## src/wthe_ram.sv

```systemverilog
// Generic simple dual-port RAM with registered read.
`default_nettype none
module wthe_ram #(
  parameter int WIDTH = 8,
  parameter int DEPTH = 256
) (
  input  wire logic                     clk,
  input  wire logic                     we,
  input  wire logic [$clog2(DEPTH)-1:0] waddr,
  input  wire logic [WIDTH-1:0]         wdata,
  input  wire logic [$clog2(DEPTH)-1:0] raddr,
  output logic      [WIDTH-1:0]         rdata
);

  logic [WIDTH-1:0] mem [DEPTH];

  always_ff @(posedge clk) begin
    if (we) begin
      mem[waddr] <= wdata;
    end
    rdata <= mem[raddr];
  end

endmodule
`default_nettype wire

```

## config.mk

```make
export PLATFORM = sky130hd
export DESIGN_NAME = wthe_ram
export DESIGN_NICKNAME = d
export VERILOG_FILES = /design/src/wthe_ram.sv
export SDC_FILE = /design/constraint.sdc
export NUM_CORES = 2
export LEC_CHECK = 0
export BUFFER_PORTS_ARGS = -buffer_cell sky130_fd_sc_hd__buf_2
export CORE_MARGIN = 4
export CORE_UTILIZATION = 25
export DETAILED_ROUTE_END_ITERATION = 6
export PLACE_DENSITY_LB_ADDON = 0.1
export SLEW_MARGIN = 20
export SYNTH_ARGS = -nofsm -noshare
export SYNTH_HDL_FRONTEND = slang
export SYNTH_SLANG_ARGS = --single-unit
```

## constraint.sdc

```tcl
create_clock -name clk -period 4.5 [get_ports clk]
set_clock_uncertainty 0.05 [all_clocks]
set_input_delay 0.225 -clock clk [delete_from_list [all_inputs] [get_ports clk]]
set_output_delay 0.225 -clock clk [all_outputs]
set_load 0.02 [all_outputs]
```

==> flow_results.org <==
** Outcome
- The run finished with clean final reports.

** Clock tree
- The H-tree was split into 4 levels.
- CTS clk-pin slew, worst paths :: 0.06 ns
- Total CTS buffers :: 237
- CTS saw 2056 sinks.
- CTS max path bufs :: 4
- CTS placed an instance of clkbuf_16 at the clock tree root.
- Gates resized during post-CTS repair numbered 0.
- Number of buffers inserted by hold repair at cts :: 8
- The clock reaches the later pin of the worst-skew pair after 0.90 ns.
- # Post-CTS Setup Buffers :: 0
- TritonCTS built the clock tree.

** Setup path
- Across all register-to-register paths, the minimum setup slack is 1.46 ns.
- For the worst setup path, the data arrival time is 3.79 ns.
- STA classifies the critical path startpoint as an input pin.
- For the worst setup path, the data required time is 5.19 ns.
- In this run the worst setup path begins at raddr[1].
- Walking the worst path, the cells encountered are buf_8, buf_4, mux4_2, a22oi_1, a21oi_1, nor4_1, buf_4, nor4_1.
- Critical setup path kind :: in -> reg
- Delay of the slowest cell on the worst path :: 0.83 ns
- Kind of end point of the critical path :: flip-flop
- Slowest cell on the critical path :: nor4_1
- Highest fanout seen on the critical path :: 38
- Startpoint of the worst register-to-register path :: mem[11][1]

** Logic synthesis
- Counting every instance in the synthesized netlist gives 3733.
- Flip-flop and latch count after synthesis :: 2056
- Share of synthesized flip-flops with an asynchronous set or reset :: 0
- Area contributors post-synth :: edfxtp_1 (77%), mux4_2 (13%), mux2i_1 (1.7%)
- Multiplexer share of the synthesized area :: 0.146
- For this run, the leading register cell type out of synthesis is edfxtp_1.
- The synthesized netlist occupies a cell area of 79600 um2.
- Biggest area consumer among synthesized cells :: edfxtp_1
- Yosys printed 0 warnings.
- Of the total synthesized cell area, the portion taken by XOR and XNOR cells is 0.
- After synthesis, the largest family of logic cells by area is multiplexers.
- By count the netlist is led by edfxtp_1 (2048), mux4_2 (454), nor2_1 (282), mux2i_1 (134), a22oi_1 (133).
- Adder-cell share of the synthesized area :: 0
- The number of different library cells used by synthesis comes to 55.
- The share of the synthesized area in compound gates (AO/OA/AOI/OAI) came to 0.0342.
- Count of flip-flops with a built-in enable after synthesis :: 2048
- Post-Synthesis Mean Instance Area :: 21.3 um2
- Area fraction in and, or, nand and nor cells after synthesis :: 0.0263
- Of the synthesized area, sequential elements account for 0.775.
- Synth Net Count :: 3759
- Most frequent cell after synthesis :: edfxtp_1
- Of the post-synthesis cell area, the dominant cell type holds 0.773.

** Drt
- For this run, design rule violations remaining after detail routing come to 0.
- DRC violation total after the first TritonRoute iteration :: 3281
- The highest metal layer carrying signal wires in the routed design is met5.
- Number of iterations in the first detailed-routing pass :: 5
- After detailed routing, the average wire length per cell comes to 29.9 um.
- The detail route stage leaves a number of antenna-violating nets equal to 0.
- WL met3 :: 9.59 mm
- For this block, wires on met1 add up to 116 mm.
- Dividing the detail-routed via count by the number of cells gives 4.61.
- The detailed router placed 38862 vias in this run.
- Wire length after detailed routing :: 252 mm
- Summed over all nets, wire length on met2 after detailed routing comes to 121 mm.

** Global route
- GRT overflow :: 0
- Vias in the first global route :: 40916
- The initial antenna violation count is 22.
- The first global-routing pass estimated 349 mm of wire.
- Entering global routing, the biggest net connects 125 pins.
- Total global-route track usage :: 0.152

** Floorplanning
- The floorplan has 206 rows.
- Vert. Die Dim :: 572 um
- Starting density of the core :: 0.252
- In this run the standard cell core region covers 316000 um2.
- During I/O placement, the number of pins put on the boundary was 34.
- In this run the horizontal extent of the chip is 572 um.
- The die covers 327000 um2.

** Timing
- Final Hold Violating Endpoints :: 0
- Final Setup Violations :: 0
- The final count of pins violating max slew was 0.
- Slew at the pin closest to its max-slew limit :: 1.18 ns
- Final-layout worst hold slack :: 0.121 ns
- Based on the critical path, the design can be clocked at up to 0.322 GHz.
- Accumulated negative setup slack :: 0 ns
- Max-slew headroom at the worst pin :: 0.215
- Minimum clock period after layout :: 3.11 ns
- Post-route fraction of the period consumed by the critical path :: 0.690
- Setup repair after global routing missed its margin :: no

** Placed design
- Cell count after placement :: 7995
- Last weighted congestion value of the routability-driven placer :: 0.743
- The HPWL after detailed placement is 159 mm.
- Input and output buffers added on the ports amount to 33.

** Final layout
- Fill cell count :: 30932
- Number of nets at the end of the flow :: 4108
- Post-route non-filler standard cell count :: 8436
- The area growth from synthesis to layout is 17.9%.
- Register cell area after layout :: 61700 um2
- Share of final-layout standard cells stronger than drive strength 1 :: 0.267
- Area of the multi-input gates :: 16600 um2

** Power and ir drop
- Net switching component of the power :: 0.00934 W
- Gate power share :: 0.051
- VDD sags by at most 0.000349 V.
- Design internal power :: 0.0326 W
- Relative contribution of the clock network to total power :: 0.444
- Power spread over the standard cell area amounts to 447 nW/um2.
- In this run the static leakage power is 28.8 nW.
- Switching Share :: 0.223
- Of the total power, registers draw 0.505.

** Hold path
- Startpoint of the tightest hold check path :: waddr[1]
- Class of the tightest hold or removal check :: in -> reg

** Run
- Maxcap violations :: 0
==> path summary, 6_finish.rpt <==
check,end,cells past startpoint
worst max-delay path,rdata[1],8
worst min-delay path,mem[219][0],4
worst max register to register,rdata[1],6
worst min register to register,rdata[6],6
==> stage by stage <==
stage                     utilization  power (W)  area, um2  setup slack, ns
after global routing            0.297     0.0435      93800             1.34
after detailed placement        0.273     0.0238      86300            0.493
after CTS                       0.297     0.0426      93800             1.44
after global placement          0.273     0.0238      86300           0.0786
after floorplan                     -     0.0226      79600             2.29
final                           0.297     0.0419      93800             1.39
==> cells in the final DEF (no fill, tap or decap), drive strengths merged, types with 12 or more instances in the layout <==
cell,n
nor2,282
nor2b,31
nand3,34
clkbuf,300
a211oi,16
o221ai,47
o21ai,12
mux2i,134
nor3,22
bufinv,19
o22ai,28
nor4,27
a21oi,96
a221oi,14
nand2,33
a22oi,133
mux4,456
edfxtp,2048
buf,335
clkinv,101
==> worst max-delay path: cells and delay by family <==
family / cells / cell delay [ns]
buffers and inverters: 3 / 1.24
AND/OR/NAND/NOR: 2 / 0.88
multiplexers: 1 / 0.41
AO/OA/AOI/OAI: 2 / 0.85
==> power groups by stage <==
stage                     clock [W]  sequential [W]  combinational, W
after global routing         0.0201          0.0212           0.00228
after CTS                    0.0192          0.0212           0.00222
after global placement            0          0.0216           0.00221
after floorplan                   0          0.0215           0.00103
final                        0.0186          0.0212           0.00214
after detailed placement          0          0.0216           0.00221
==> registers in the layout, indices dropped and copies added, names as in the netlist <==
register,cells
mem,2048
rdata,8
==> cell families (layout without fill, tap and decap cells) <==
group | after synthesis | in the layout
DFF | 2056 | 2056
buffers and inverters | 235 | 772
and+or+nand+nor | 466 | 466
other | 0 | 6
muxes | 591 | 591
AOI/OAI and AO/OA | 385 | 385
==> metal layers <==
| metal | global-route usage | up-vias |
|---|---|---|
| li1 | - | 16455 |
| met2 | 0.248 | 849 |
| met1 | 0.214 | 21225 |
| met3 | 0.0216 | 331 |
| met4 | 0.0373 | 2 |
| met5 | 0 | - |
==> area by class of cell <==
class / instances / share of cell area
Clock buffer: 300 / 0.0662
Antenna cell: 6 / 0.000160
Sequential cell: 2056 / 0.657
Timing Repair Buffer: 343 / 0.0319
Multi-Input combinational cell: 1442 / 0.177
Clock inverter: 127 / 0.0121
Inverter: 2 / 0.0000800
Tap cell: 4160 / 0.0555
No activity file was read; power rests on OpenSTA's default activity.
