### src/wthe_pkg.sv
// Package of the weighted threshold histogram equalizer: constants, tables, shared types.
`default_nettype none
package wthe_pkg;

  localparam int GREY_LEVELS_DEF = 256;
  localparam int MAX_PIXELS_DEF  = 65536;

  localparam logic [15:0] CLIP_RESET = 16'd655;
  localparam logic [14:0] EXPO_RESET = 15'd2048;

  localparam logic REG_CLIP = 1'b0;
  localparam logic REG_EXPO = 1'b1;

  localparam logic CMD_COUNT = 1'b0;
  localparam logic CMD_MAP   = 1'b1;

  localparam int DIV_STEPS = 17;
  localparam logic [23:0] CUM_MAX = 24'hFFFFFF;
  localparam logic [63:0] EXP_STEP = 64'd1070838488;

  typedef logic [15:0] log_tab_t [256];
  typedef logic [16:0] exp_tab_t [256];

  typedef struct packed {
    logic        valid;
    logic [15:0] quo;
  } div_res_t;

  function automatic log_tab_t log_table();
    logic [63:0] x;
    logic [15:0] f;
    log_tab_t    t;
    for (int i = 0; i < 256; i++) begin
      x = 64'(256 + i) << 22;
      f = '0;
      for (int b = 0; b < 16; b++) begin
        x = (x * x) >> 30;
        f = f << 1;
        if (x >= (64'd2 << 30)) begin
          x = x >> 1;
          f[0] = 1'b1;
        end
      end
      t[i] = f;
    end
    return t;
  endfunction

  function automatic exp_tab_t exp_table();
    logic [63:0] v;
    exp_tab_t    t;
    v = 64'd1 << 30;
    for (int i = 0; i < 256; i++) begin
      t[i] = 17'((v + (64'd1 << 13)) >> 14);
      v = (v * EXP_STEP) >> 30;
    end
    return t;
  endfunction

  localparam log_tab_t LOG_TAB = log_table();
  localparam exp_tab_t EXP_TAB = exp_table();

endpackage
`default_nettype wire

### src/wthe_div.sv
// Bit-serial divider for bin probability count * 2^16 / total, clamped to 16 bits.
`default_nettype none
module wthe_div #(
  parameter int CW = 17
) (
  input  wire logic              clk,
  input  wire logic              rst,
  input  wire logic              start,
  input  wire logic [CW-1:0]     dividend,
  input  wire logic [CW-1:0]     divisor,
  output wthe_pkg::div_res_t     res
);

  logic [CW:0]  rem;
  logic [16:0]  quo;
  logic [4:0]   cnt;
  logic         busy;
  logic         ge;
  logic [CW:0]  rem_sub;
  logic [16:0]  quo_next;

  always_comb begin
    ge       = rem >= {1'b0, divisor};
    rem_sub  = ge ? (rem - {1'b0, divisor}) : rem;
    quo_next = {quo[15:0], ge};
  end

  always_ff @(posedge clk) begin
    if (rst) begin
      busy      <= 1'b0;
      res.valid <= 1'b0;
    end else begin
      res.valid <= 1'b0;
      if (start) begin
        rem  <= {1'b0, dividend};
        quo  <= '0;
        cnt  <= 5'(wthe_pkg::DIV_STEPS);
        busy <= 1'b1;
      end else if (busy) begin
        rem <= {rem_sub[CW-1:0], 1'b0};
        quo <= quo_next;
        cnt <= cnt - 5'd1;
        if (cnt == 5'd1) begin
          busy      <= 1'b0;
          res.valid <= 1'b1;
          if (divisor == '0) begin
            res.quo <= '0;
          end else if (quo_next[16]) begin
            res.quo <= 16'hFFFF;
          end else begin
            res.quo <= quo_next[15:0];
          end
        end
      end
    end
  end

endmodule
`default_nettype wire

### config.mk
export PLATFORM = sky130hd
export DESIGN_NAME = wthe_div
export DESIGN_NICKNAME = d
export VERILOG_FILES = /design/src/wthe_pkg.sv /design/src/wthe_div.sv
export SDC_FILE = /design/constraint.sdc
export NUM_CORES = 1
export LEC_CHECK = 0
export BUFFER_PORTS_ARGS = -buffer_cell sky130_fd_sc_hd__buf_4
export CAP_MARGIN = 20
export CORE_MARGIN = 5
export CORE_UTILIZATION = 62
export CTS_CLUSTER_DIAMETER = 150
export CTS_CLUSTER_SIZE = 28
export DETAILED_ROUTE_END_ITERATION = 8
export GPL_ROUTABILITY_DRIVEN = 0
export PLACE_DENSITY = 0.84
export SYNTH_ARGS = -nofsm -noshare
export SYNTH_HDL_FRONTEND = slang
export SYNTH_SLANG_ARGS = --single-unit
### constraint.sdc
create_clock -name clk -period 5.3 [get_ports clk]
set_input_delay 1.06 -clock clk [delete_from_list [all_inputs] [get_ports clk]]
set_output_delay 1.06 -clock clk [all_outputs]
set_load 0.01 [all_outputs]
==> flow_metrics.py <==
metrics = {
    "placement": {
        "dp_hpwl_um": 5744,
        "placedCellCount": 459,
        "io_buffers": 53,
    },
    "sta": {
        "period_share_pct": 69.64,
        "hold_slack_ns": 0.4833,
        "slew_viol_final": 0,
        "rsz0062_at_grt": "false",
        "setup_viol": 0,
        "period_minus_slack_ns": 3.691,
        "finalHoldViolCount": 0,
        "finClkSkew_ns": 0.006655,
        "worst_slew_pin_slew_ns": 0.6034,
        "fmax_ghz": 0.2709,
        "maxSlewHeadroom_pct": 59.78,
        "finalSetupTns_ns": 0,
    },
    "setup_path": {
        "slowest_delay_ns": 0.57,
        "worstReg2RegEnd": "rem[1]",
        "timing.critical_path.mode_cell": "buf_4",
        "critPathSlowestCell": "and3_1",
        "crit_chain": "buf_4 > ha_1 > inv_1 > fa_1 > a211oi_2 > o21ai_4 > o2111ai_1 > and3_1 > buf_4 > mux2i_1 > mux2_2",
        "crit_type": "input pin to flip-flop",
        "cp.arrival_ns": 3.77,
        "worstPathMaxFanout": 18,
        "r2r-start": "rem[0]",
        "critPathLaunchType": "input pin",
        "cp.required_ns": 5.38,
        "r2r_setup_slack_ns": 1.97,
        "crit_path_end_kind": "flip-flop",
        "r2r_cells": 11,
    },
    "cts": {
        "cts_setup_buffers": 0,
        "clock-sinks": 57,
        "cts-root-buf": "clkbuf_8",
        "cts_tree": "done",
        "clk_latency_ns": 0.33,
        "clk_path_buf_depth": 2,
        "ctsResizeCount": 0,
        "cts_made_buffers": 9,
        "clk_pin_slew_ns": 0.06,
        "cts_max_level": 3,
        "cts.hold.buffers_added": 0,
    },
    "global_route": {
        "antenna_found_initial": 0,
        "grt_max_degree": 68,
        "overflow": 0,
        "grt_use_total_pct": 22.57,
        "grt_pass1_wl_um": 12920,
        "first_global_vias": 2796,
    },
    "cells_and_area": {
        "nets": 456,
        "drive_gt1_share_pct": 20.10,
        "final_cells": 475,
        "n_antenna_cell": 0,
        "layout_common_cells": "edfxtp_1, buf_4, nor2_1",
        "synthToLayoutAreaGrowth_pct": 17.94,
    },
    "synth": {
        "syn-num-nets": 406,
        "synth.avg_cell_area_um2": 10.15,
        "synthCells": 349,
        "synth_ff_type": "edfxtp_1",
        "syn-cell-area_um2": 3543,
        "synthDistinctLibCells": 52,
        "seq_area_frac_synth_pct": 47.74,
        "ys_ff_latch": 57,
        "async_reset_ff_share_pct": 0,
        "synth_edf_count": 55,
        "yosys_warnings": 0,
    },
    "drt": {
        "antenna_left": 0,
        "avgRoutedWirePerCell_um": 16.77,
        "route.detailed.drc": 0,
        "via_per_inst": 5.979,
        "drt_iter0_drc": 168,
        "via_count": 2840,
        "drt-total-wl_um": 7966,
        "dr.pass1.iters": 6,
    },
    "hold_path": {
        "min_from": "busy",
        "holdPathEnd": "res[16]",
        "whs_path_depth": 1,
        "hp-class": "flip-flop to flip-flop",
    },
    "power_and_ir_drop": {
        "power_w": 0.001211,
        "p_per_area_nw_per_um2": 289.8,
        "ir_drop_mv": 0.2438,
        "p_leak_nw": 1.696,
    },
    "die": {
        "ioPinCount": 54,
        "design.core.area_um2": 5540,
        "die_w_um": 85.60,
        "die_area_um2": 7327,
        "start_util_pct": 63.96,
        "die-height_um": 85.60,
        "row_count": 27,
    },
    "run": {
        "max_cap_violations": 0,
    },
    "run_status": {
        "status": "completed",
    },
}
==> layout make-up <==
cell class	count	area [um^2]
multi-input combinational	249	1684
timing repair buffer	57	444.2
sequential	57	1692
clock buffer	10	127.6
inverter	25	93.84
clock inverter	5	47.55
tap	72	90.09
fill	412	1361
==> state kept, by name, summed over array words and instances, names as in the netlist <==
name / flops
rem: 18
res: 17
quo: 16
cnt: 5
busy: 1
==> cell families (layout without fill, tap and decap cells) <==
| group | Yosys count | after routing | synth area share (%) |
|---|---|---|---|
| xor gates and xnor gates | 12 | 12 | 2.966 |
| buffers and inverters | 43 | 97 | 5.261 |
| and+or+nand+nor | 133 | 133 | 19.24 |
| adders and majority gates | 20 | 20 | 7.274 |
| AOI/OAI and AO/OA | 78 | 78 | 15.78 |
| DFF | 57 | 57 | 47.74 |
| muxes | 6 | 6 | 1.730 |
==> synth_stat cells (all sizes together), types with 3 or more instances <==
master | count | area share [%]
o21ai | 12 | 2.2
a22o | 3 | 0.74
buf | 7 | 1.4
or4 | 3 | 0.64
and2 | 4 | 0.71
nand2 | 21 | 2.2
nand2b | 3 | 0.53
inv | 25 | 2.6
nand3 | 5 | 0.71
a31oi | 3 | 0.53
nand4 | 3 | 0.53
nor2b | 27 | 4.8
edfxtp | 55 | 47
nor2 | 45 | 5.0
a22oi | 4 | 0.85
a21oi | 19 | 2.7
o31ai | 3 | 0.64
xnor2 | 7 | 1.7
mux2i | 5 | 1.4
nor3 | 4 | 0.56
o211ai | 6 | 1.4
nand3b | 4 | 0.85
a221o | 3 | 0.85
nor4 | 5 | 0.88
ha | 19 | 6.7
a21o | 6 | 1.3
o311ai | 5 | 1.2
clkbuf | 11 | 1.2
xor2 | 5 | 1.2
a211oi | 6 | 1.4
and3 | 5 | 0.88
==> stage by stage <==
stage	area (um^2)	utilization, %	setup WS (ns)
global placement	3973	71.70	1.387
global route	4179	75.43	1.398
finish	4179	75.43	1.609
detailed placement	3984	71.91	1.288
CTS	4159	75.07	1.622
floorplan	3543	-	1.818
==> worst max path at each step <==
stage | from | end | slack, ns | cells after the start
after floorplan | start | cnt[0] | 1.82 | 3
after global placement | divisor[0] | rem[1] | 1.39 | 11
after detailed placement | divisor[0] | rem[1] | 1.29 | 11
after CTS | divisor[0] | rem[1] | 1.62 | 11
after global routing | divisor[0] | rem[1] | 1.40 | 11
final | divisor[0] | rem[1] | 1.61 | 11
==> power breakdown <==
part / internal, W / switching (W) / leakage (nW)
Sequential: 0.000530 / 0.0000181 / 0.535
Combinational: 0.000128 / 0.000165 / 1.07
Clock: 0.000210 / 0.000160 / 0.0910
==> worst max-delay path, delay by kind of cell <==
kind                       cells  cell delay, ns
AOI/OAI and AO/OA              3            0.69
adders and majority gates      2            0.61
buffers and inverters          3            0.48
muxes                          2            0.36
and+or+nand+nor                1            0.57
==> layer usage <==
| metal | global-route usage [%] | wire length [um] | part of all wire, % |
|---|---|---|---|
| met5 | 0 | 0 | 0 |
| met4 | 6.475 | 101 | 1.3 |
| met3 | 5.668 | 459 | 5.8 |
| met2 | 38.98 | 4171 | 52 |
| met1 | 28.04 | 3234 | 41 |
Power figures use the tool's default switching activity.
